--- src/rtl/g2h_pkg.sv ---
`default_nettype none
// ----------------------------------------------------------------------------
// g2h_pkg: shared types and constants for the Gregorian to Hijri converter
// Field widths, status and register codes, day-number constants and the
// request item that travels from the front end to the table walker.
// ----------------------------------------------------------------------------
package g2h_pkg;

    localparam int TABLE_BYTES_DEFAULT = 64;
    localparam int QUEUE_DEPTH         = 2;

    // request / response field widths
    localparam int INDEX_W  = 6;
    localparam int BYTE_W   = 8;
    localparam int GYEAR_W  = 14;
    localparam int GMONTH_W = 4;
    localparam int GDAY_W   = 5;
    localparam int HDAY_W   = 5;
    localparam int HMONTH_W = 4;
    localparam int HYEAR_W  = 12;
    localparam int STATUS_W = 2;

    // configuration port
    localparam int REF_W       = 22;
    localparam int OFFSET_W    = 10;
    localparam int CFG_INDEX_W = 2;
    localparam int CFG_DATA_W  = 22;

    // day-number datapath
    localparam int YEAR_W   = 15;           // greg_year + 4800
    localparam int QTR_W    = YEAR_W - 2;   // year / 4
    localparam int MSTART_W = 9;
    localparam int SUM_W    = 24;
    localparam int PROD_W   = 25;
    localparam int QUOT_W   = 8;            // year / 100
    localparam int DAYS_W   = 25;           // signed day count

    localparam int YEAR_BIAS       = 4800;
    localparam int DAY_BASE        = 32045;
    localparam int DAYS_PER_YEAR   = 365;
    localparam int MARCH           = 3;
    localparam int MONTHS_PER_YEAR = 12;
    // floor(x / 25) = (x * RECIP_25) >> RECIP_SHIFT for x < 43690
    localparam int RECIP_25        = 5243;
    localparam int RECIP_SHIFT     = 17;

    localparam int SHORT_MONTH   = 29;
    localparam int LONG_MONTH    = 30;
    localparam int BITS_PER_BYTE = 8;

    // (153 * m + 2) / 5 for months counted from March
    localparam logic [MSTART_W-1:0] MONTH_START_DAYS [16] = '{
        9'd0,   9'd31,  9'd61,  9'd92,  9'd122, 9'd153, 9'd184, 9'd214,
        9'd245, 9'd275, 9'd306, 9'd337, 9'd367, 9'd0,   9'd0,   9'd0
    };

    localparam logic [REF_W-1:0]    RESET_REFERENCE_DAY = 22'd2451516;
    localparam logic [OFFSET_W-1:0] RESET_DAY_OFFSET    = 10'd0;
    localparam logic [HYEAR_W-1:0]  RESET_START_YEAR    = 12'd1420;
    localparam logic [HMONTH_W-1:0] RESET_START_MONTH   = 4'd8;

    typedef enum logic {
        ACT_LOAD    = 1'b0,
        ACT_CONVERT = 1'b1
    } g2h_action_t;

    typedef enum logic [STATUS_W-1:0] {
        STATUS_CONVERTED = 2'd0,
        STATUS_LOADED    = 2'd1,
        STATUS_PAST_END  = 2'd2
    } g2h_status_t;

    typedef enum logic [CFG_INDEX_W-1:0] {
        CFG_REFERENCE_DAY = 2'd0,
        CFG_DAY_OFFSET    = 2'd1,
        CFG_START_YEAR    = 2'd2,
        CFG_START_MONTH   = 2'd3
    } g2h_cfg_index_t;

    typedef struct packed {
        logic [REF_W-1:0]    reference_day_number;
        logic [OFFSET_W-1:0] day_offset;
        logic [HYEAR_W-1:0]  start_year;
        logic [HMONTH_W-1:0] start_month;
    } g2h_cfg_t;

    // classified request: a table load or a conversion with its day count
    typedef struct packed {
        logic               convert;
        logic [INDEX_W-1:0] index;
        logic [BYTE_W-1:0]  data;
        logic [DAYS_W-1:0]  days;
    } g2h_item_t;

endpackage
`default_nettype wire

--- src/rtl/g2h_req_if.sv ---
`default_nettype none
// ----------------------------------------------------------------------------
// g2h_req_if: request channel
// Table loads and date conversions with valid/ready handshake.
// ----------------------------------------------------------------------------
interface g2h_req_if import g2h_pkg::*; ();

    logic                valid;
    logic                ready;
    logic                action;
    logic [INDEX_W-1:0]  table_index;
    logic [BYTE_W-1:0]   table_byte;
    logic [GYEAR_W-1:0]  greg_year;
    logic [GMONTH_W-1:0] greg_month;
    logic [GDAY_W-1:0]   greg_day;

    modport source (
        output valid, action, table_index, table_byte, greg_year, greg_month, greg_day,
        input  ready
    );

    modport sink (
        input  valid, action, table_index, table_byte, greg_year, greg_month, greg_day,
        output ready
    );

endinterface
`default_nettype wire

--- src/rtl/g2h_rsp_if.sv ---
`default_nettype none
// ----------------------------------------------------------------------------
// g2h_rsp_if: response channel
// Hijri date and status with valid/ready handshake.
// ----------------------------------------------------------------------------
interface g2h_rsp_if import g2h_pkg::*; ();

    logic                valid;
    logic                ready;
    logic [HDAY_W-1:0]   hijri_day;
    logic [HMONTH_W-1:0] hijri_month;
    logic [HYEAR_W-1:0]  hijri_year;
    logic [STATUS_W-1:0] status;

    modport source (
        output valid, hijri_day, hijri_month, hijri_year, status,
        input  ready
    );

    modport sink (
        input  valid, hijri_day, hijri_month, hijri_year, status,
        output ready
    );

endinterface
`default_nettype wire

--- src/rtl/g2h_front.sv ---
`default_nettype none
// ----------------------------------------------------------------------------
// g2h_front: request front end
// Three-stage pipeline that classifies each request and, for conversions,
// forms the day count: Julian day number - reference day + offset.
// ----------------------------------------------------------------------------
module g2h_front import g2h_pkg::*; (
    input  wire logic      clk,
    input  wire logic      rst_n,
    g2h_req_if.sink        req,
    input  wire g2h_cfg_t  cfg,
    output logic           push_valid,
    output g2h_item_t      push_item,
    input  wire logic      push_ready
);

    logic advance;

    // stage 1
    logic                p1_valid_reg;
    logic                p1_convert_reg;
    logic [INDEX_W-1:0]  p1_index_reg;
    logic [BYTE_W-1:0]   p1_data_reg;
    logic [YEAR_W-1:0]   p1_year_reg;
    logic [QTR_W-1:0]    p1_quarter_reg;
    logic [MSTART_W-1:0] p1_mstart_reg;
    logic [GDAY_W-1:0]   p1_day_reg;
    logic [DAYS_W-1:0]   p1_bias_reg;

    logic                early;
    logic [YEAR_W-1:0]   p1_year_next;
    logic [GMONTH_W-1:0] p1_march_month;
    logic [DAYS_W-1:0]   p1_bias_next;

    // stage 2
    logic                p2_valid_reg;
    logic                p2_convert_reg;
    logic [INDEX_W-1:0]  p2_index_reg;
    logic [BYTE_W-1:0]   p2_data_reg;
    logic [SUM_W-1:0]    p2_sum_reg;
    logic [QUOT_W-1:0]   p2_cent_reg;
    logic [DAYS_W-1:0]   p2_bias_reg;

    logic [SUM_W-1:0]    p2_sum_next;
    logic [PROD_W-1:0]   p2_prod;

    // stage 3
    logic                p3_valid_reg;
    g2h_item_t           p3_item_reg;
    logic [DAYS_W-1:0]   p3_days_next;

    assign advance   = !p3_valid_reg || push_ready;
    assign req.ready = advance;

    // Jan and Feb count as months 11 and 12 of the previous year
    always_comb
    begin
        early          = req.greg_month < GMONTH_W'(MARCH);
        p1_year_next   = YEAR_W'(req.greg_year) + YEAR_W'(YEAR_BIAS) - YEAR_W'(early);
        p1_march_month = early ? req.greg_month + GMONTH_W'(MONTHS_PER_YEAR - MARCH)
                               : req.greg_month - GMONTH_W'(MARCH);
        p1_bias_next   = DAYS_W'($signed(cfg.day_offset))
                         - DAYS_W'(cfg.reference_day_number) - DAYS_W'(DAY_BASE);
    end

    always_comb
    begin
        p2_sum_next = SUM_W'(p1_year_reg) * SUM_W'(DAYS_PER_YEAR)
                      + SUM_W'(p1_mstart_reg) + SUM_W'(p1_day_reg)
                      + SUM_W'(p1_quarter_reg);
        p2_prod     = PROD_W'(p1_quarter_reg) * PROD_W'(RECIP_25);
    end

    // y/100 - y/400 folded in, all modulo 2^DAYS_W
    assign p3_days_next = DAYS_W'(p2_sum_reg) - DAYS_W'(p2_cent_reg)
                          + DAYS_W'(p2_cent_reg[QUOT_W-1:2]) + p2_bias_reg;

    always_ff @(posedge clk or negedge rst_n)
    begin
        if (!rst_n)
        begin
            p1_valid_reg <= 1'b0;
            p2_valid_reg <= 1'b0;
            p3_valid_reg <= 1'b0;
        end
        else if (advance)
        begin
            p1_valid_reg <= req.valid;
            p2_valid_reg <= p1_valid_reg;
            p3_valid_reg <= p2_valid_reg;
        end
    end

    always_ff @(posedge clk)
    begin
        if (advance)
        begin
            p1_convert_reg <= (req.action == ACT_CONVERT);
            p1_index_reg   <= req.table_index;
            p1_data_reg    <= req.table_byte;
            p1_year_reg    <= p1_year_next;
            p1_quarter_reg <= p1_year_next[YEAR_W-1:2];
            p1_mstart_reg  <= MONTH_START_DAYS[p1_march_month];
            p1_day_reg     <= req.greg_day;
            p1_bias_reg    <= p1_bias_next;

            p2_convert_reg <= p1_convert_reg;
            p2_index_reg   <= p1_index_reg;
            p2_data_reg    <= p1_data_reg;
            p2_sum_reg     <= p2_sum_next;
            p2_cent_reg    <= p2_prod[RECIP_SHIFT +: QUOT_W];
            p2_bias_reg    <= p1_bias_reg;

            p3_item_reg.convert <= p2_convert_reg;
            p3_item_reg.index   <= p2_index_reg;
            p3_item_reg.data    <= p2_data_reg;
            p3_item_reg.days    <= p3_days_next;
        end
    end

    assign push_valid = p3_valid_reg;
    assign push_item  = p3_item_reg;

endmodule
`default_nettype wire

--- src/rtl/g2h_queue.sv ---
`default_nettype none
// ----------------------------------------------------------------------------
// g2h_queue: request queue
// Short FIFO between the front end and the table walker.
// ----------------------------------------------------------------------------
module g2h_queue import g2h_pkg::*; (
    input  wire logic       clk,
    input  wire logic       rst_n,
    input  wire logic       push_valid,
    input  wire g2h_item_t  push_item,
    output logic            push_ready,
    output logic            pop_valid,
    output g2h_item_t       pop_item,
    input  wire logic       pop_ready
);

    localparam int PTR_W = (QUEUE_DEPTH > 1) ? $clog2(QUEUE_DEPTH) : 1;
    localparam int CNT_W = $clog2(QUEUE_DEPTH + 1);

    g2h_item_t        slot_reg [QUEUE_DEPTH];
    logic [PTR_W-1:0] wr_ptr_reg, wr_ptr_next;
    logic [PTR_W-1:0] rd_ptr_reg, rd_ptr_next;
    logic [CNT_W-1:0] count_reg, count_next;
    logic             push, pop;

    assign push_ready = count_reg != CNT_W'(QUEUE_DEPTH);
    assign pop_valid  = count_reg != '0;
    assign pop_item   = slot_reg[rd_ptr_reg];
    assign push       = push_valid && push_ready;
    assign pop        = pop_valid && pop_ready;

    always_comb
    begin
        wr_ptr_next = wr_ptr_reg;
        rd_ptr_next = rd_ptr_reg;
        if (push)
        begin
            wr_ptr_next = (wr_ptr_reg == PTR_W'(QUEUE_DEPTH - 1)) ? '0 : wr_ptr_reg + 1'b1;
        end
        if (pop)
        begin
            rd_ptr_next = (rd_ptr_reg == PTR_W'(QUEUE_DEPTH - 1)) ? '0 : rd_ptr_reg + 1'b1;
        end
        count_next = count_reg + CNT_W'(push) - CNT_W'(pop);
    end

    always_ff @(posedge clk or negedge rst_n)
    begin
        if (!rst_n)
        begin
            wr_ptr_reg <= '0;
            rd_ptr_reg <= '0;
            count_reg  <= '0;
        end
        else
        begin
            wr_ptr_reg <= wr_ptr_next;
            rd_ptr_reg <= rd_ptr_next;
            count_reg  <= count_next;
        end
    end

    always_ff @(posedge clk)
    begin
        if (push)
        begin
            slot_reg[wr_ptr_reg] <= push_item;
        end
    end

endmodule
`default_nettype wire

--- src/rtl/g2h_walk.sv ---
`default_nettype none
// ----------------------------------------------------------------------------
// g2h_walk: month table walker
// Holds the month-length bitmap, applies table loads and drives the response
// register; conversions walk the bitmap one month per cycle between fetches.
// ----------------------------------------------------------------------------
module g2h_walk import g2h_pkg::*; #(
    parameter int TABLE_BYTES = TABLE_BYTES_DEFAULT
) (
    input  wire logic       clk,
    input  wire logic       rst_n,
    input  wire g2h_cfg_t   cfg,
    input  wire logic       pop_valid,
    input  wire g2h_item_t  pop_item,
    output logic            pop_ready,
    g2h_rsp_if.source       rsp,
    output logic            idle
);

    localparam int AW     = (TABLE_BYTES > 1) ? $clog2(TABLE_BYTES) : 1;
    localparam int BC_W   = $clog2(TABLE_BYTES + 1);
    localparam int WIDE_W = AW + INDEX_W;

    typedef enum logic [3:0] {
        ST_IDLE   = 4'b0001,
        ST_FETCH  = 4'b0010,
        ST_WALK   = 4'b0100,
        ST_FINISH = 4'b1000
    } walk_state_t;

    walk_state_t          state_reg, state_next;
    logic [BC_W-1:0]      byte_cnt_reg, byte_cnt_next;
    logic [2:0]           bit_cnt_reg, bit_cnt_next;
    logic signed [DAYS_W-1:0] days_reg, days_next;
    logic [HMONTH_W-1:0]  month_reg, month_next;
    logic [HYEAR_W-1:0]   year_reg, year_next;
    logic                 past_end_reg, past_end_next;

    logic                 out_valid_reg, out_valid_next;
    logic [HDAY_W-1:0]    out_day_reg, out_day_next;
    logic [HMONTH_W-1:0]  out_month_reg, out_month_next;
    logic [HYEAR_W-1:0]   out_year_reg, out_year_next;
    logic [STATUS_W-1:0]  out_status_reg, out_status_next;

    logic [BYTE_W-1:0]    mem [TABLE_BYTES];
    logic [BYTE_W-1:0]    rd_data_reg;
    logic                 wr_en;
    logic [WIDE_W-1:0]    wr_wide;
    logic                 load_in_range;

    logic                 slot_free;
    logic                 cur_long;
    logic signed [DAYS_W-1:0] month_len;
    logic                 consume;
    logic [BC_W-1:0]      byte_inc;

    assign slot_free     = !out_valid_reg || rsp.ready;
    assign load_in_range = 32'(pop_item.index) < TABLE_BYTES;
    assign wr_wide       = WIDE_W'(pop_item.index);
    assign wr_en         = (state_reg == ST_IDLE) && pop_valid && !pop_item.convert
                           && slot_free && load_in_range;

    // bit 7 of each byte is the earliest month
    assign cur_long  = rd_data_reg[~bit_cnt_reg];
    assign month_len = cur_long ? DAYS_W'(LONG_MONTH) : DAYS_W'(SHORT_MONTH);
    assign consume   = days_reg >= month_len;
    assign byte_inc  = byte_cnt_reg + 1'b1;

    always_ff @(posedge clk)
    begin
        if (wr_en)
        begin
            mem[wr_wide[AW-1:0]] <= pop_item.data;
        end
        rd_data_reg <= mem[byte_cnt_reg[AW-1:0]];
    end

    always_comb
    begin
        state_next      = state_reg;
        byte_cnt_next   = byte_cnt_reg;
        bit_cnt_next    = bit_cnt_reg;
        days_next       = days_reg;
        month_next      = month_reg;
        year_next       = year_reg;
        past_end_next   = past_end_reg;
        pop_ready       = 1'b0;
        out_valid_next  = out_valid_reg && !rsp.ready;
        out_day_next    = out_day_reg;
        out_month_next  = out_month_reg;
        out_year_next   = out_year_reg;
        out_status_next = out_status_reg;

        unique case (state_reg)
            ST_IDLE:
            begin
                if (pop_valid)
                begin
                    if (!pop_item.convert)
                    begin
                        if (slot_free)
                        begin
                            pop_ready       = 1'b1;
                            out_valid_next  = 1'b1;
                            out_day_next    = '0;
                            out_month_next  = '0;
                            out_year_next   = '0;
                            out_status_next = STATUS_LOADED;
                        end
                    end
                    else
                    begin
                        pop_ready     = 1'b1;
                        days_next     = $signed(pop_item.days);
                        month_next    = cfg.start_month;
                        year_next     = cfg.start_year;
                        byte_cnt_next = '0;
                        bit_cnt_next  = '0;
                        past_end_next = 1'b0;
                        state_next    = ST_FETCH;
                    end
                end
            end
            ST_FETCH:
            begin
                state_next = ST_WALK;
            end
            ST_WALK:
            begin
                if (consume)
                begin
                    days_next    = days_reg - month_len;
                    bit_cnt_next = bit_cnt_reg + 1'b1;
                    // out-of-range start months also wrap to 1 here
                    if (month_reg >= HMONTH_W'(MONTHS_PER_YEAR))
                    begin
                        month_next = HMONTH_W'(1);
                        year_next  = year_reg + 1'b1;
                    end
                    else
                    begin
                        month_next = month_reg + 1'b1;
                    end
                    if (bit_cnt_reg == 3'(BITS_PER_BYTE - 1))
                    begin
                        byte_cnt_next = byte_inc;
                        if (byte_inc == BC_W'(TABLE_BYTES))
                        begin
                            past_end_next = 1'b1;
                            state_next    = ST_FINISH;
                        end
                        else
                        begin
                            state_next = ST_FETCH;
                        end
                    end
                end
                else
                begin
                    state_next = ST_FINISH;
                end
            end
            ST_FINISH:
            begin
                if (slot_free)
                begin
                    out_valid_next = 1'b1;
                    if (days_reg < 0)
                    begin
                        out_day_next = HDAY_W'(1);
                    end
                    else if (days_reg >= DAYS_W'(SHORT_MONTH))
                    begin
                        out_day_next = HDAY_W'(LONG_MONTH);
                    end
                    else
                    begin
                        out_day_next = days_reg[HDAY_W-1:0] + 1'b1;
                    end
                    if (month_reg == '0)
                    begin
                        out_month_next = HMONTH_W'(1);
                    end
                    else if (month_reg > HMONTH_W'(MONTHS_PER_YEAR))
                    begin
                        out_month_next = HMONTH_W'(MONTHS_PER_YEAR);
                    end
                    else
                    begin
                        out_month_next = month_reg;
                    end
                    out_year_next   = year_reg;
                    out_status_next = past_end_reg ? STATUS_PAST_END : STATUS_CONVERTED;
                    state_next      = ST_IDLE;
                end
            end
            default:
            begin
                state_next = ST_IDLE;
            end
        endcase
    end

    always_ff @(posedge clk or negedge rst_n)
    begin
        if (!rst_n)
        begin
            state_reg     <= ST_IDLE;
            byte_cnt_reg  <= '0;
            bit_cnt_reg   <= '0;
            out_valid_reg <= 1'b0;
        end
        else
        begin
            state_reg     <= state_next;
            byte_cnt_reg  <= byte_cnt_next;
            bit_cnt_reg   <= bit_cnt_next;
            out_valid_reg <= out_valid_next;
        end
    end

    always_ff @(posedge clk)
    begin
        days_reg       <= days_next;
        month_reg      <= month_next;
        year_reg       <= year_next;
        past_end_reg   <= past_end_next;
        out_day_reg    <= out_day_next;
        out_month_reg  <= out_month_next;
        out_year_reg   <= out_year_next;
        out_status_reg <= out_status_next;
    end

    assign rsp.valid       = out_valid_reg;
    assign rsp.hijri_day   = out_day_reg;
    assign rsp.hijri_month = out_month_reg;
    assign rsp.hijri_year  = out_year_reg;
    assign rsp.status      = out_status_reg;
    assign idle            = state_reg == ST_IDLE;

endmodule
`default_nettype wire

--- src/rtl/gregorian_to_hijri_table_walk_core.sv ---
`default_nettype none
// ----------------------------------------------------------------------------
// gregorian_to_hijri_table_walk_core: Gregorian to Hijri date converter
// Requests on req either load one byte of the month-length bitmap
// (action 0) or convert a Gregorian date (action 1); every request gives
// exactly one response on rsp, in request order. The user must write
// registers on cfg_we/cfg_index/cfg_data only while no request is in
// flight; the block does not enforce this. A three-stage front end forms
// the day count and feeds a two-entry queue; the walker behind it applies
// loads and walks the bitmap. A load's response passes the front end
// stages, the queue and the output register; a conversion's also passes
// the fetch, walk and finish states, a walk step per month and a fetch per
// further byte. The walk, one month per cycle apart from fetches, sets the
// conversion rate; loads stream at one per cycle while rsp is ready.
// Reset clears the handshake state and restores register defaults; the
// bitmap is not cleared and must be loaded before it is walked.
// When rsp stalls the result holds in its output register while the
// front end and queue keep taking requests until the queue and the last front-end stage hold requests.
// ----------------------------------------------------------------------------
module gregorian_to_hijri_table_walk_core import g2h_pkg::*; #(
    parameter int TABLE_BYTES = TABLE_BYTES_DEFAULT
) (
    input  wire logic                   clk,
    input  wire logic                   rst_n,
    input  wire logic                   cfg_we,
    input  wire logic [CFG_INDEX_W-1:0] cfg_index,
    input  wire logic [CFG_DATA_W-1:0]  cfg_data,
    g2h_req_if.sink                     req,
    g2h_rsp_if.source                   rsp
);

    g2h_cfg_t  cfg_reg;
    logic      q_push_valid, q_push_ready;
    g2h_item_t q_push_item;
    logic      q_pop_valid, q_pop_ready;
    g2h_item_t q_pop_item;
    logic      walk_idle;

    always_ff @(posedge clk or negedge rst_n)
    begin
        if (!rst_n)
        begin
            cfg_reg.reference_day_number <= RESET_REFERENCE_DAY;
            cfg_reg.day_offset           <= RESET_DAY_OFFSET;
            cfg_reg.start_year           <= RESET_START_YEAR;
            cfg_reg.start_month          <= RESET_START_MONTH;
        end
        else if (cfg_we)
        begin
            unique case (g2h_cfg_index_t'(cfg_index))
                CFG_REFERENCE_DAY: cfg_reg.reference_day_number <= cfg_data[REF_W-1:0];
                CFG_DAY_OFFSET:    cfg_reg.day_offset           <= cfg_data[OFFSET_W-1:0];
                CFG_START_YEAR:    cfg_reg.start_year           <= cfg_data[HYEAR_W-1:0];
                CFG_START_MONTH:   cfg_reg.start_month          <= cfg_data[HMONTH_W-1:0];
                default:           cfg_reg <= cfg_reg;
            endcase
        end
    end

    g2h_front u_front (
        .clk        (clk),
        .rst_n      (rst_n),
        .req        (req),
        .cfg        (cfg_reg),
        .push_valid (q_push_valid),
        .push_item  (q_push_item),
        .push_ready (q_push_ready)
    );

    g2h_queue u_queue (
        .clk        (clk),
        .rst_n      (rst_n),
        .push_valid (q_push_valid),
        .push_item  (q_push_item),
        .push_ready (q_push_ready),
        .pop_valid  (q_pop_valid),
        .pop_item   (q_pop_item),
        .pop_ready  (q_pop_ready)
    );

    g2h_walk #(
        .TABLE_BYTES (TABLE_BYTES)
    ) u_walk (
        .clk       (clk),
        .rst_n     (rst_n),
        .cfg       (cfg_reg),
        .pop_valid (q_pop_valid),
        .pop_item  (q_pop_item),
        .pop_ready (q_pop_ready),
        .rsp       (rsp),
        .idle      (walk_idle)
    );

`ifndef SYNTH
    // load responses carry no date
    a_load_fields_zero: assert property (@(posedge clk) disable iff (!rst_n)
        (rsp.valid && rsp.status == STATUS_LOADED) |->
        (rsp.hijri_day == '0 && rsp.hijri_month == '0 && rsp.hijri_year == '0))
        else $error("load response with nonzero date fields");

    // conversion responses are clamped into a legal date
    a_conv_fields_legal: assert property (@(posedge clk) disable iff (!rst_n)
        (rsp.valid && rsp.status != STATUS_LOADED) |->
        ((rsp.status == STATUS_CONVERTED || rsp.status == STATUS_PAST_END)
         && rsp.hijri_day >= HDAY_W'(1) && rsp.hijri_day <= HDAY_W'(LONG_MONTH)
         && rsp.hijri_month >= HMONTH_W'(1)
         && rsp.hijri_month <= HMONTH_W'(MONTHS_PER_YEAR)))
        else $error("conversion response out of range");

    // an idle walker with nothing queued cannot produce a response
    a_no_spurious_rsp: assert property (@(posedge clk) disable iff (!rst_n)
        (walk_idle && !q_pop_valid && (!rsp.valid || rsp.ready)) |=> !rsp.valid)
        else $error("response without a queued request");
`endif

endmodule
`default_nettype wire
--- src/flat_wrapper.sv ---
// flat-port wrapper written by rule: the top's interface ports become plain ports
module gregorian_to_hijri_table_walk_core_flat import g2h_pkg::*;
#(
    parameter int TABLE_BYTES = TABLE_BYTES_DEFAULT
)
  (clk, rst_n, cfg_we, cfg_index, cfg_data, req_valid, req_action, req_table_index, req_table_byte, req_greg_year, req_greg_month, req_greg_day, req_ready, rsp_valid, rsp_hijri_day, rsp_hijri_month, rsp_hijri_year, rsp_status, rsp_ready);
  g2h_req_if req_i ();
  g2h_rsp_if rsp_i ();
  input  wire logic clk;
  input  wire logic rst_n;
  input  wire logic cfg_we;
  input  wire logic [CFG_INDEX_W-1:0] cfg_index;
  input  wire logic [CFG_DATA_W-1:0] cfg_data;
  input wire logic [$bits(req_i.valid)-1:0] req_valid;
  input wire logic [$bits(req_i.action)-1:0] req_action;
  input wire logic [$bits(req_i.table_index)-1:0] req_table_index;
  input wire logic [$bits(req_i.table_byte)-1:0] req_table_byte;
  input wire logic [$bits(req_i.greg_year)-1:0] req_greg_year;
  input wire logic [$bits(req_i.greg_month)-1:0] req_greg_month;
  input wire logic [$bits(req_i.greg_day)-1:0] req_greg_day;
  output wire logic [$bits(req_i.ready)-1:0] req_ready;
  output wire logic [$bits(rsp_i.valid)-1:0] rsp_valid;
  output wire logic [$bits(rsp_i.hijri_day)-1:0] rsp_hijri_day;
  output wire logic [$bits(rsp_i.hijri_month)-1:0] rsp_hijri_month;
  output wire logic [$bits(rsp_i.hijri_year)-1:0] rsp_hijri_year;
  output wire logic [$bits(rsp_i.status)-1:0] rsp_status;
  input wire logic [$bits(rsp_i.ready)-1:0] rsp_ready;
  assign req_i.valid = req_valid;
  assign req_i.action = req_action;
  assign req_i.table_index = req_table_index;
  assign req_i.table_byte = req_table_byte;
  assign req_i.greg_year = req_greg_year;
  assign req_i.greg_month = req_greg_month;
  assign req_i.greg_day = req_greg_day;
  assign req_ready = req_i.ready;
  assign rsp_valid = rsp_i.valid;
  assign rsp_hijri_day = rsp_i.hijri_day;
  assign rsp_hijri_month = rsp_i.hijri_month;
  assign rsp_hijri_year = rsp_i.hijri_year;
  assign rsp_status = rsp_i.status;
  assign rsp_i.ready = rsp_ready;
  gregorian_to_hijri_table_walk_core #(.TABLE_BYTES(TABLE_BYTES)) u_core (.clk(clk), .rst_n(rst_n), .cfg_we(cfg_we), .cfg_index(cfg_index), .cfg_data(cfg_data), .req(req_i), .rsp(rsp_i));
endmodule
--- config.mk ---
export PLATFORM = sky130hd
export DESIGN_NAME = gregorian_to_hijri_table_walk_core_flat
export DESIGN_NICKNAME = d
export VERILOG_FILES = /design/src/rtl/g2h_pkg.sv /design/src/rtl/g2h_req_if.sv /design/src/rtl/g2h_rsp_if.sv /design/src/rtl/g2h_front.sv /design/src/rtl/g2h_queue.sv /design/src/rtl/g2h_walk.sv /design/src/rtl/gregorian_to_hijri_table_walk_core.sv /design/src/flat_wrapper.sv
export SDC_FILE = /design/constraint.sdc
export NUM_CORES = 1
export LEC_CHECK = 0
export BUFFER_PORTS_ARGS = -buffer_cell sky130_fd_sc_hd__buf_2
export CAP_MARGIN = 20
export CELL_PAD_IN_SITES_DETAIL_PLACEMENT = 1
export CELL_PAD_IN_SITES_GLOBAL_PLACEMENT = 1
export CORE_MARGIN = 2
export CORE_UTILIZATION = 40
export CTS_BUF_LIST = sky130_fd_sc_hd__clkbuf_16
export CTS_CLUSTER_SIZE = 24
export DETAILED_ROUTE_END_ITERATION = 6
export GPL_TIMING_DRIVEN = 0
export PLACE_DENSITY_LB_ADDON = 0.2
export SLEW_MARGIN = 40
export SYNTH_ARGS = -nofsm -noshare
export SYNTH_HDL_FRONTEND = slang
export SYNTH_SLANG_ARGS = --single-unit
export TNS_END_PERCENT = 10
--- constraint.sdc ---
create_clock -name clk -period 6.8 [get_ports clk]
set_input_delay 0.68 -clock clk [delete_from_list [all_inputs] [get_ports clk]]
set_output_delay 0.68 -clock clk [all_outputs]
set_load 0.1 [all_outputs]
Yosys cells after proc, flatten, opt, wreduce, memory -nomap -nowiden
Memory sizes are Yosys's and may differ from the RTL's. A register that Yosys moved wholly into a read port is not among the register bits.
Index checks and enable logic that the tools add are counted.
{"block": "totals", "register_bits": 320, "out_inout_bits": 25, "memories": 3, "mem_bits_ro": 144, "ramBits": 592}
{"name": "u_core.u_walk.mem", "words": 64, "word_bits": 8, "read_ports": 1, "rd_clocked_by_memory_dff": 1, "write_ports": 1, "line": "g2h_walk.sv:45", "source": "logic [BYTE_W-1:0] mem [TABLE_BYTES];"}
{"name": "(no name shown)", "words": 16, "word_bits": 9, "read_ports": 1, "rd_clocked_by_memory_dff": 1, "write_ports": 0, "line": "g2h_front.sv:103", "source": "p1_mstart_reg <= MONTH_START_DAYS[p1_march_month];"}
{"name": "u_core.u_queue.slot_reg", "words": 2, "word_bits": 40, "read_ports": 1, "rd_clocked_by_memory_dff": 0, "write_ports": 1, "line": "g2h_queue.sv:20", "source": "g2h_item_t slot_reg [QUEUE_DEPTH];"}
{"block": "classes", "add_sub_neg": 22, "eq_ne": 20, "bitwise_logic": 2, "magnitude_cmp": 7, "n_mul": 2, "n_reduce_logical": 27, "muxes": 79}
{"cell": "12-bit 2-to-1 mux", "n": 8}
{"cell": "25-bit 2-to-1 mux", "n": 3}
{"cell": "4-bit 2-to-1 mux", "n": 17}
{"cell": "25-bit case mux with 2 select lines", "n": 1}
{"cell": "12-bit case mux with 2 select lines", "n": 2}
{"cell": "5-bit 2-to-1 mux", "n": 6}
{"cell": "7-bit 2-to-1 mux", "n": 4}
{"cell": "25-bit adder", "n": 1}
{"cell": "25-bit by 6-bit adder with 25-bit output", "n": 1}
{"cell": "25-bit by 6-bit >= comparator with 1-bit output", "n": 1}
{"cell": "25-bit by 6-bit >= comparator with 1-bit output (second input constant)", "n": 1}
{"cell": "25-bit by 1-bit less-than comparator with 1-bit output (second input constant)", "n": 1}
{"cell": "13-bit by 13-bit multiplier with 25-bit output (second input constant)", "n": 1}
{"cell": "24-bit by 16-bit subtractor with 25-bit output (second input constant)", "n": 1}
{"cell": "24-bit by 8-bit subtractor with 25-bit output", "n": 1}
{"cell": "25-bit by 6-bit subtractor with 25-bit output", "n": 1}
{"cell": "24-bit by 13-bit adder with 24-bit output", "n": 1}
{"cell": "24-bit by 5-bit adder with 24-bit output", "n": 1}
{"cell": "24-bit by 9-bit adder with 24-bit output", "n": 1}
{"cell": "15-bit by 9-bit multiplier with 24-bit output (second input constant)", "n": 1}
{"cell": "10-bit by 23-bit subtractor with 24-bit output", "n": 1}
{"cell": "1-bit 2-to-1 mux", "n": 19}
{"cell": "2-bit != test (second input constant)", "n": 8}
{"cell": "4-bit case mux with 2 select lines", "n": 2}
{"cell": "other kinds (47)", "n": 75}

Longest topological paths before layout
Gate-level depths: netlist of run 1.
{"block": "logic_depth", "ltp_word": 8, "ltp_mapped": 18, "mapped_depth_nobuf": 18}

Modules after synthesis
From an unflattened synthesis of run 1, not the netlist that was laid out.
{"block": "unflattened", "cells_unflattened": 3174, "hier_area_um2": 45761.4}
{"mod": "g2h_walk", "n_inst": 1, "cells_per_inst": 1457, "area_per_inst_um2": 24539.8, "seq_area_each_um2": 17863.4}
{"mod": "g2h_front", "n_inst": 1, "cells_per_inst": 1466, "area_per_inst_um2": 16273.1, "seq_area_each_um2": 5510.3}
{"mod": "g2h_queue", "n_inst": 1, "cells_per_inst": 147, "area_per_inst_um2": 3106.7, "seq_area_each_um2": 2502.4}
{"mod": "gregorian_to_hijri_table_walk_core", "n_inst": 1, "cells_per_inst": 104, "area_per_inst_um2": 1841.8, "seq_area_each_um2": 1221.2}

Worst setup path before layout of run 1
OpenSTA, ideal clock, no wires.
{"block": "synth_path", "kind": "register to register", "startpoint": "reg u_core.u_queue.count_reg[0]", "endpoint": "reg u_core.u_front.p1_bias_reg[0] (enable)", "synth_period_minus_slack_ns": 7.370, "setup_ns": 2.202, "t_required_ns": 4.598, "stages_incl_launch_ff": 2, "path_buffers": 0, "setup_slack_ns": -0.570, "t_arrival_ns": 5.169, "path_cell_list": "dfrtp_1 > nand3b_1"}
{"block": "synth_via", "elab_chain_len": 2}
{"element": "start: declaration", "line": "g2h_queue.sv:23", "source": "logic [CNT_W-1:0] count_reg, count_next;"}
{"element": "start signal: assignment", "line": "g2h_queue.sv:59", "source": "count_reg <= count_next;"}
{"element": "2-bit != test", "line": "g2h_queue.sv:26", "source": "assign push_ready = count_reg != CNT_W'(QUEUE_DEPTH);"}
{"element": "1-bit logical OR", "line": "g2h_front.sv:52", "source": "assign advance = !p3_valid_reg || push_ready;"}
{"element": "named net req_ready", "line": "flat_wrapper.sv:21", "source": "output wire logic [$bits(req_i.ready)-1:0] req_ready;"}
{"element": "end signal: assignment", "line": "g2h_front.sv:105", "source": "p1_bias_reg <= p1_bias_next;"}
{"element": "end: declaration", "line": "g2h_front.sv:28", "source": "logic [DAYS_W-1:0] p1_bias_reg;"}
The timed path passes the listed nets, and every way through them passes these cells.
A chain may end at the register's enable or synchronous reset.

Worst setup path in the final report of run 1
{"block": "layout_path", "startpoint": "reg u_core.u_front.p1_year_reg[2]", "endpoint": "reg u_core.u_front.p2_sum_reg[23], data pin"}
{"block": "layout_via", "elab_chain_len": 4}
{"element": "start: declaration", "line": "g2h_front.sv:24", "source": "logic [YEAR_W-1:0] p1_year_reg;"}
{"element": "start signal: assignment", "line": "g2h_front.sv:101", "source": "p1_year_reg <= p1_year_next;"}
{"element": "15-bit by 9-bit multiplier with 24-bit output", "line": "g2h_front.sv:68", "source": "p2_sum_next = SUM_W'(p1_year_reg) * SUM_W'(DAYS_PER_YEAR)"}
{"element": "24-bit by 9-bit adder with 24-bit output", "line": "g2h_front.sv:69", "source": "+ SUM_W'(p1_mstart_reg) + SUM_W'(p1_day_reg)"}
{"element": "24-bit by 5-bit adder with 24-bit output", "line": "g2h_front.sv:69"}
{"element": "24-bit by 13-bit adder with 24-bit output", "line": "g2h_front.sv:70", "source": "+ SUM_W'(p1_quarter_reg);"}
{"element": "named net u_core.u_front.p2_sum_next[23]", "line": "g2h_front.sv:44", "source": "logic [SUM_W-1:0] p2_sum_next;"}
{"element": "end signal: assignment", "line": "g2h_front.sv:110", "source": "p2_sum_reg <= p2_sum_next;"}
{"element": "end: declaration", "line": "g2h_front.sv:40", "source": "logic [SUM_W-1:0] p2_sum_reg;"}
The timed path passes the listed nets, and every way through them passes these cells.

==> results_dict.tcl, run 1 <==
set metrics [dict create \
    async_flop_share_pct 7.642 \
    clock.fmax_mhz 168.4 \
    yosysWarnings 0 \
    netlist_area_um2 45460 \
    largest_reg_flops 512 \
    fin_area_um2 51220 \
    overflow 0 \
    post_cts_buffers 0 \
    place_ws_ps 610.6 \
    clkLatencyLatePin_ps 680 \
    worstMarginPinSlew_ps 921.6 \
    numCtsBuffers 96 \
    clockBufferDepth 3 \
    die_h_um 341.1 \
    finalCritPeriodShare_pct 87.35 \
    wl_per_cell_um 22.06 \
    synth_edf_count 838 \
    num-nets-final 3720 \
    avgViaCountPerCell 5.197 \
    crit_slowest_cell "edfxtp_1" \
    core_area_um2 112700 \
    hold_viol_final 0 \
    routed-via-count 24960 \
    critPathMaxFanout 8 \
    worstSetupPathType "register to register" \
    synthCells 3016 \
    cts_tree "yes" \
    portBuffers 89 \
    yosysSeqAreaShare_pct 59.61 \
    top_layer "met4" \
    path_cells "ha_1 -> xor2_1 -> ha_1 -> nand2b_1 -> fa_1 -> fa_1 -> inv_1 -> fa_1 -> inv_1 -> ha_1 -> and3_1 -> o211ai_1 -> o21ai_1 -> a21oi_1 -> a31oi_1 -> nor4_1 -> nor4bb_1" \
    wirelength_met1_um 44380 \
    dr_wl_met2_um 55020 \
    placed_cell_area_um2 48130 \
    synthTopCellsByCount "edfxtp_1, inv_1, ha_1, mux4_2, nor2_1" \
    endpoint_kind "register" \
    rrSetupSlack_ps 860 \
    cap_violations 0 \
    synth-seq-cells 916 \
    synth_top_area_share_pct 55.36 \
    path_clk_slew_ps 60 \
    synthFlopType "edfxtp_1" \
    max_stage_delay_ps 620 \
    io_pins 92 \
    dr.pass1.iters 7 \
    synth_area_leaders "edfxtp_1, mux4_2, ha_1" \
    finalWorstSetupSlack_ps 860.3 \
    clock_sinks 916 \
    wl_um 106000 \
    fp.dieW_um 341.1 \
    stdcell_count 4804 \
    setup_violations 0 \
    status "complete, no violations" \
    finalClockSkew_ps 44.98 \
    rows 123 \
    ant_nets 0 \
    fp.dieArea_um2 116400 \
    wl_met3_um 3714 \
    place_hpwl_um 77650 \
    arrival_ps 6370 \
    start_util_pct 40.35 \
    dpl.cell_count 4630 \
    final_layout_size_suffix_gt1_share_pct 16.47 \
    crit_family "adder cells" \
    cts_resized 0 \
    route.detailed.drc 0 \
    period_minus_slack_ps 5940 \
    synth_cell_types 83 \
    required_ps 7230 \
    htree_levels 3 \
    grt_pass1_wl_um 166300 \
    crit_buf_inv 2 \
    area_growth_pct 12.68 \
    drtIter0Drc 1409 \
    synth_nets 3507 \
    startpoint_type "register" \
    synth.avg_cell_area_um2 15.07 \
    slew_headroom_pct 38.41 \
    hold_path_class "primary input to register" \
    post-synth-top-count-cell "edfxtp_1" \
    grtUsageTotal_pct 18.66 \
    rsz0062_at_grt "false" \
    hold-worst-slack_ps 170.0 \
    grt_pass1_vias 27870 \
    grt_max_degree 65 \
    yosys.area.top_type "edfxtp_1" \
    root_buffer "clkbuf_16" \
    drv_slew 0 \
    gp_congestion 0.8573 \
    antenna_found_initial 2 \
]
## area by class of cell
type                       count  area (um^2)
fill                       11250        61430
sequential                   916        27100
multi-input combinational   1605        16540
clock buffer                  97         2427
tap                         1500         1877
inverter                     422         1584
timing repair buffer         115        742.0
clock inverter                75        596.8
buffer                        73        352.8
antenna                        1        2.502
## per-layer routing
metal | GRT usage [%] | vias to the layer above
met5 | 0 | -
met4 | 5.332 | 0
met3 | 2.535 | 147
met2 | 33.38 | 406
met1 | 23.61 | 12920
li1 | - | 11490
## repair_timing
| item | CTS | global route |
|---|---|---|
| endpoints found under the setup margin | 0 | 0 |
| hold buffers | 1 | 0 |
| hold endpoints to repair | 13 | 0 |
## metrics by stage
step	setup TNS [ps]	utilization, %
floorplan	-104360	-
global placement	-455020	42.41
detailed placement	0	42.73
CTS	0	45.42
global route	0	45.47
finish	0	45.47
## path summary, 6_finish.rpt
path	start	end	cells past startpoint
hold reg to reg	u_core.u_front.p1_data_reg[6]	u_core.u_front.p2_data_reg[6]	0
setup reg to reg	u_core.u_front.p1_year_reg[2]	u_core.u_front.p2_sum_reg[23]	17
hold / removal	req_table_index[0]	u_core.u_front.p1_index_reg[0]	1
max in group asynchronous	rst_n	u_core.u_walk.state_reg[0]	3
min in group asynchronous	rst_n	u_core.cfg_reg[46]	2
setup / recovery	u_core.u_front.p1_year_reg[2]	u_core.u_front.p2_sum_reg[23]	17
## cells by family (layout without fill, tap and decap cells)
kind of cell / count (synthesis) / after routing / synth area share (%)
flip-flops: 916 / 916 / 59.61
buffers and inverters: 495 / 782 / 4.253
AND/OR/NAND/NOR: 458 / 458 / 4.899
adder cells (fa/ha/maj): 424 / 424 / 13.97
AO/OA/AOI/OAI: 371 / 371 / 5.224
multiplexers: 240 / 240 / 9.890
XOR/XNOR: 112 / 112 / 2.158
other: 0 / 1 / 0
## cell usage in the layout (no fill, tap or decap), types with 29 or more instances in the layout
cell       instances
dfrtp_1           53
edfxtp_1         838
xnor2_1           66
ha_1             285
fa_1             139
clkbuf_1          37
buf_2            104
o21ai_0          100
a21oi_1           90
xor2_1            46
a21o_1            31
inv_1            444
a211oi_1          35
clkbuf_16         97
nand2b_1          32
nor3_1            29
nor2_1           126
nand2_1          118
mux2_2            41
mux4_2           162
Power of run 1 is not shown: default switching activity piles up to over one toggle a cycle in this logic, so the estimate is an artifact.
==> run 2: changes to the inputs <==
CTS_BUF_LIST = sky130_fd_sc_hd__clkbuf_4   (was sky130_fd_sc_hd__clkbuf_16)
CTS_CLUSTER_DIAMETER = 60   (was unset)
PLACE_DENSITY = 0.73   (was unset)
PLACE_DENSITY_LB_ADDON = unset   (was 0.2)
==> results_dict.tcl, run 2 (same netlist as run 1, synthesis figures left out) <==
set metrics [dict create \
    rows 123 \
    drv_slew 0 \
    arrival_ps 6330 \
    routed-via-count 24850 \
    endpoint_kind "register" \
    grt_pass1_wl_um 159200 \
    setup_violations 0 \
    stdcell_count 4804 \
    final_common_cell "edfxtp_1" \
    required_ps 7440 \
    avgViaCountPerCell 5.172 \
    cts_tree "yes" \
    startpoint_type "register" \
    clock_sinks 916 \
    antenna_found_initial 5 \
    route.detailed.drc 0 \
    period_minus_slack_ps 5693 \
    slew_headroom_pct 43.36 \
    clock.fmax_mhz 175.7 \
    num-nets-final 3738 \
    drtIter0Drc 1559 \
    ant_nets 0 \
    r2r-start "u_core.u_front.p1_year_reg[12]" \
    r2r_cells 16 \
    area_growth_pct 9.551 \
    portBuffers 89 \
    r2r_end "u_core.u_front.p2_cent_reg[6]" \
    cap_violations 0 \
    start_util_pct 40.35 \
    root_buffer "clkbuf_4" \
    grt_pass1_vias 26990 \
    grt_max_degree 65 \
    fp.dieArea_um2 116400 \
    rsz0062_at_grt "false" \
    dr.pass1.iters 7 \
    gp_congestion 0.8578 \
    clkLatencyLatePin_ps 990 \
    path_clk_slew_ps 190 \
    endpoint "u_core.u_front.p2_cent_reg[6]" \
    dpl.cell_count 4629 \
    critPathMaxFanout 6 \
    hold_path_class "primary input to async pin" \
    hold-worst-slack_ps 115.3 \
    status "complete, no violations" \
    fp.dieW_um 341.1 \
    numCtsBuffers 71 \
    cts_resized 0 \
    postLayoutCoreUtil_pct 44.21 \
    overflow 0 \
    finalCritPeriodShare_pct 83.72 \
    io_pins 92 \
    htree_levels 3 \
    startpoint "u_core.u_front.p1_year_reg[12]" \
    hold_viol_final 0 \
    place_hpwl_um 75300 \
    worstMarginPinSlew_ps 846.5 \
    clockBufferDepth 3 \
    die_h_um 341.1 \
    wl_per_cell_um 21.15 \
    finalClockSkew_ps 147.8 \
    most-common-layout-cells "edfxtp_1, inv_1, ha_1" \
    core_area_um2 112700 \
    largest_reg_flops 512 \
    worstSetupPathType "register to register" \
    rrSetupSlack_ps 1110 \
    wl_um 101600 \
    grtUsageTotal_pct 17.78 \
    final_layout_size_suffix_gt1_share_pct 15.99 \
]
[run 2: cell count changes in the layout (fill, tap and decap cells not counted), moves of 10 or more]
| cell | previous run | this run |
|---|---|---|
| clkinv_2 | 16 | 6 |
| inv_8 | 0 | 10 |
| nor2_2 | 18 | 7 |
| inv_6 | 1 | 11 |
| clkbuf_16 | 97 | 0 |
| clkbuf_4 | 0 | 76 |
| nor2_1 | 126 | 137 |
| dlygate4sd3_1 | 1 | 45 |
| clkinv_1 | 19 | 5 |
| inv_1 | 444 | 419 |
[run 2: worst max-delay path, stage by stage (launching register included)]
cell and delay (ps):
edfxtp_1 580, ha_1 450, inv_1 110, fa_1 520, inv_1 100, fa_1 500, inv_1 60, fa_1 490
fa_1 490, inv_1 40, ha_1 290, a21o_1 190, a21oi_1 150, o221ai_1 350, a221oi_1 720, o21ai_0 220
xor2_1 170
[run 2: worst min-delay path by stage]
| stage | slack, ps | cells past startpoint | endpoint |
|---|---|---|---|
| after CTS | 5 | 3 | u_core.u_walk.rsp.valid |
| final | 120 | 2 | u_core.u_front.p2_valid_reg |
| after global placement | 400 | 0 | u_core.u_front.p2_bias_reg[23] |
| after floorplan | 380 | 0 | u_core.cfg_reg[0] |
| after global routing | 50 | 2 | u_core.u_queue.wr_ptr_reg |
| after detailed placement | 410 | 0 | u_core.u_front.p2_bias_reg[18] |
[run 2: layer usage]
layer	GRT usage, %	routed length, um	up-vias
met5	0	29	-
met4	4.855	2344	6
met3	2.106	3535	116
met2	32.59	53620	419
met1	22.11	42060	12800
li1	-	-	11510
[run 2: area by class of cell]
cell class / instances / area, um^2
fillers: 11380 / 62850
flip-flops and latches: 916 / 27100
multi-input cells: 1605 / 16510
well taps: 1500 / 1877
inverters: 422 / 1584
repair buffers: 158 / 1176
clock inverters: 53 / 624.3
clock buffers: 76 / 570.5
plain buffers: 73 / 354.1
diodes: 1 / 2.502
[run 2: repair_timing]
item | 4_1_cts | 5_1_grt
buffers inserted | 0 | 0
hold endpoints to repair | 124 | 0
hold buffers | 45 | 0
[run 2: through the flow]
stage,worst slack (ps),cell area [um^2],setup TNS (ps)
floorplan,-570.3,45460,-104360
global placement,-2762,47780,-479270
detailed placement,1160,48130,0
CTS,1112,49770,0
global route,747.0,49800,0
finish,1107,49800,0
Power of run 2 is left out for the same reason.
==> run 3: changes to the inputs <==
clock period = 5 ns   (was 6.8 ns; I/O delays follow)
==> results_dict.tcl, run 3 (same netlist as run 1, synthesis figures left out) <==
set metrics [dict create \
    finalWorstSetupSlack_ps 67.64 \
    rows 123 \
    final_layout_size_suffix_gt1_share_pct 18.44 \
    io_pins 92 \
    finalCritPeriodShare_pct 98.65 \
    drtIter0Drc 1570 \
    path_common_cell "inv_1" \
    hold_path_class "primary input to register" \
    placed_cell_area_um2 48130 \
    path_cells "buf_4 -> inv_1 -> fa_1 -> inv_1 -> ha_1 -> inv_1 -> fa_1 -> inv_1 -> fa_1 -> inv_1 -> fa_1 -> inv_1 -> ha_1 -> nand4_1 -> o221ai_4 -> a221oi_4 -> buf_4 -> or3_1 -> nand3_1" \
    core_area_um2 112700 \
    cap_violations 0 \
    arrival_ps 5710 \
    endpoint_kind "register" \
    finalClockSkew_ps 157.0 \
    setup_tns_ps 0 \
    routed-via-count 25130 \
    htree_levels 3 \
    period_minus_slack_ps 4932 \
    critPathMaxFanout 4 \
    largest_reg_flops 512 \
    r2r_cells 19 \
    status "complete, no violations" \
    overflow 0 \
    gp_congestion 0.8578 \
    root_buffer "clkbuf_4" \
    r2r_end "u_core.u_front.p2_cent_reg[7]" \
    max_stage_delay_ps 560 \
    fill_cells 11330 \
    grt_pass1_vias 27350 \
    required_ps 5770 \
    crit_buf_inv 8 \
    place_ws_ps -640.2 \
    grtUsageTotal_pct 17.97 \
    ant_nets 0 \
    rrSetupSlack_ps 70 \
    path_clk_slew_ps 120 \
    fp.dieArea_um2 116400 \
    fp.dieW_um 341.1 \
    slew_headroom_pct 43.80 \
    whs_path_depth 3 \
    place_hpwl_um 75300 \
    r2r-start "u_core.u_front.p1_year_reg[11]" \
    worstSetupPathType "register to register" \
    grt_pass1_wl_um 160800 \
    endpoint "u_core.u_front.p2_cent_reg[7]" \
    clockBufferDepth 3 \
    most-common-layout-cells "edfxtp_1, inv_1, ha_1" \
    clock.fmax_mhz 202.7 \
    startpoint_type "register" \
    die_h_um 341.1 \
    worstMarginPinSlew_ps 840.0 \
    wl_um 102900 \
    setup_violations 0 \
    crit_family "adder cells" \
    crit_slowest_cell "fa_1" \
    clkLatencyLatePin_ps 1000 \
    startpoint "u_core.u_front.p1_year_reg[11]" \
    dr.pass1.iters 5 \
    route.detailed.drc 0 \
    worstSetupPathDepth 19 \
    num-nets-final 3809 \
    grt_max_degree 65 \
    final_common_cell "edfxtp_1" \
    wl_per_cell_um 21.10 \
    clock_sinks 916 \
    avgViaCountPerCell 5.154 \
    fin_area_um2 50800 \
    cts_tree "yes" \
    start_util_pct 40.35 \
    antenna_found_initial 3 \
    drv_slew 0 \
    hold_viol_final 0 \
    numCtsBuffers 71 \
    area_growth_pct 11.75 \
    portBuffers 89 \
    rsz0062_at_grt "true" \
]
## run 3: changes by cell type in the layout (fill, tap and decap cells not counted), sizes merged
cell | before | now
dlygate4sd3 | 45 | 66
clkinvlp | 4 | 5
inv | 447 | 446
buf | 147 | 197
## run 3: cell type report
cell class,instances,area (um^2),area share [%]
Multi-Input combinational cell,1605,16910,33.28
Clock inverter,53,624.3,1.229
Buffer,73,354.1,0.6971
Antenna cell,1,2.502,0.004926
Timing Repair Buffer,229,1778,3.500
Inverter,422,1588,3.126
Tap cell,1500,1877,3.695
Clock buffer,76,570.5,1.123
Sequential cell,916,27100,53.34
## run 3: tightest hold or removal path: stages
cell	delay [ps]
buf_2	90
ha_1	220
xnor2_1	130
## run 3: what timing repair did
| action | 4_1_cts | 5_1_grt |
|---|---|---|
| resized for setup | 41 | 29 |
| buffers inserted | 32 | 17 |
| hold buffers | 67 | 0 |
| endpoints found under the hold margin | 159 | 0 |
| pin swaps | 12 | 13 |
| endpoints found under the setup margin | 18 | 15 |
## run 3: layer usage
metal,part of all wire [%],wire (um),vias up,track usage (%)
li1,-,-,11660,-
met3,3.2,3278,124,2.033
met2,53,54580,402,33.20
met1,41,42510,12950,22.16
met4,2.4,2511,2,4.910
met5,0.0078,8,-,0
## run 3: worst min path at each step
| stage | startpoint | end | slack, ps |
|---|---|---|---|
| after floorplan | rst_n | u_core.cfg_reg[0] | 200 |
| after detailed placement | rst_n | u_core.u_queue.wr_ptr_reg | 370 |
| after CTS | req_greg_year[6] | u_core.u_front.p1_year_reg[6] | 10 |
| after global routing | req_greg_year[6] | u_core.u_front.p1_year_reg[6] | 100 |
| final | req_greg_year[6] | u_core.u_front.p1_year_reg[6] | 130 |
| after global placement | u_core.u_front.p1_bias_reg[23] | u_core.u_front.p2_bias_reg[23] | 400 |
## run 3: per-stage QoR
stage	std cells	hold WS (ps)	utilization (%)
4_1_cts	4857	10.35	44.84
3_5_place_dp	4629	373.4	42.72
5_1_grt	4875	97.00	45.09
2_1_floorplan	3016	204.4	-
6_report	4875	128.5	45.09
3_3_place_gp	4605	403.3	42.41
Power of run 3 is left out for the same reason.
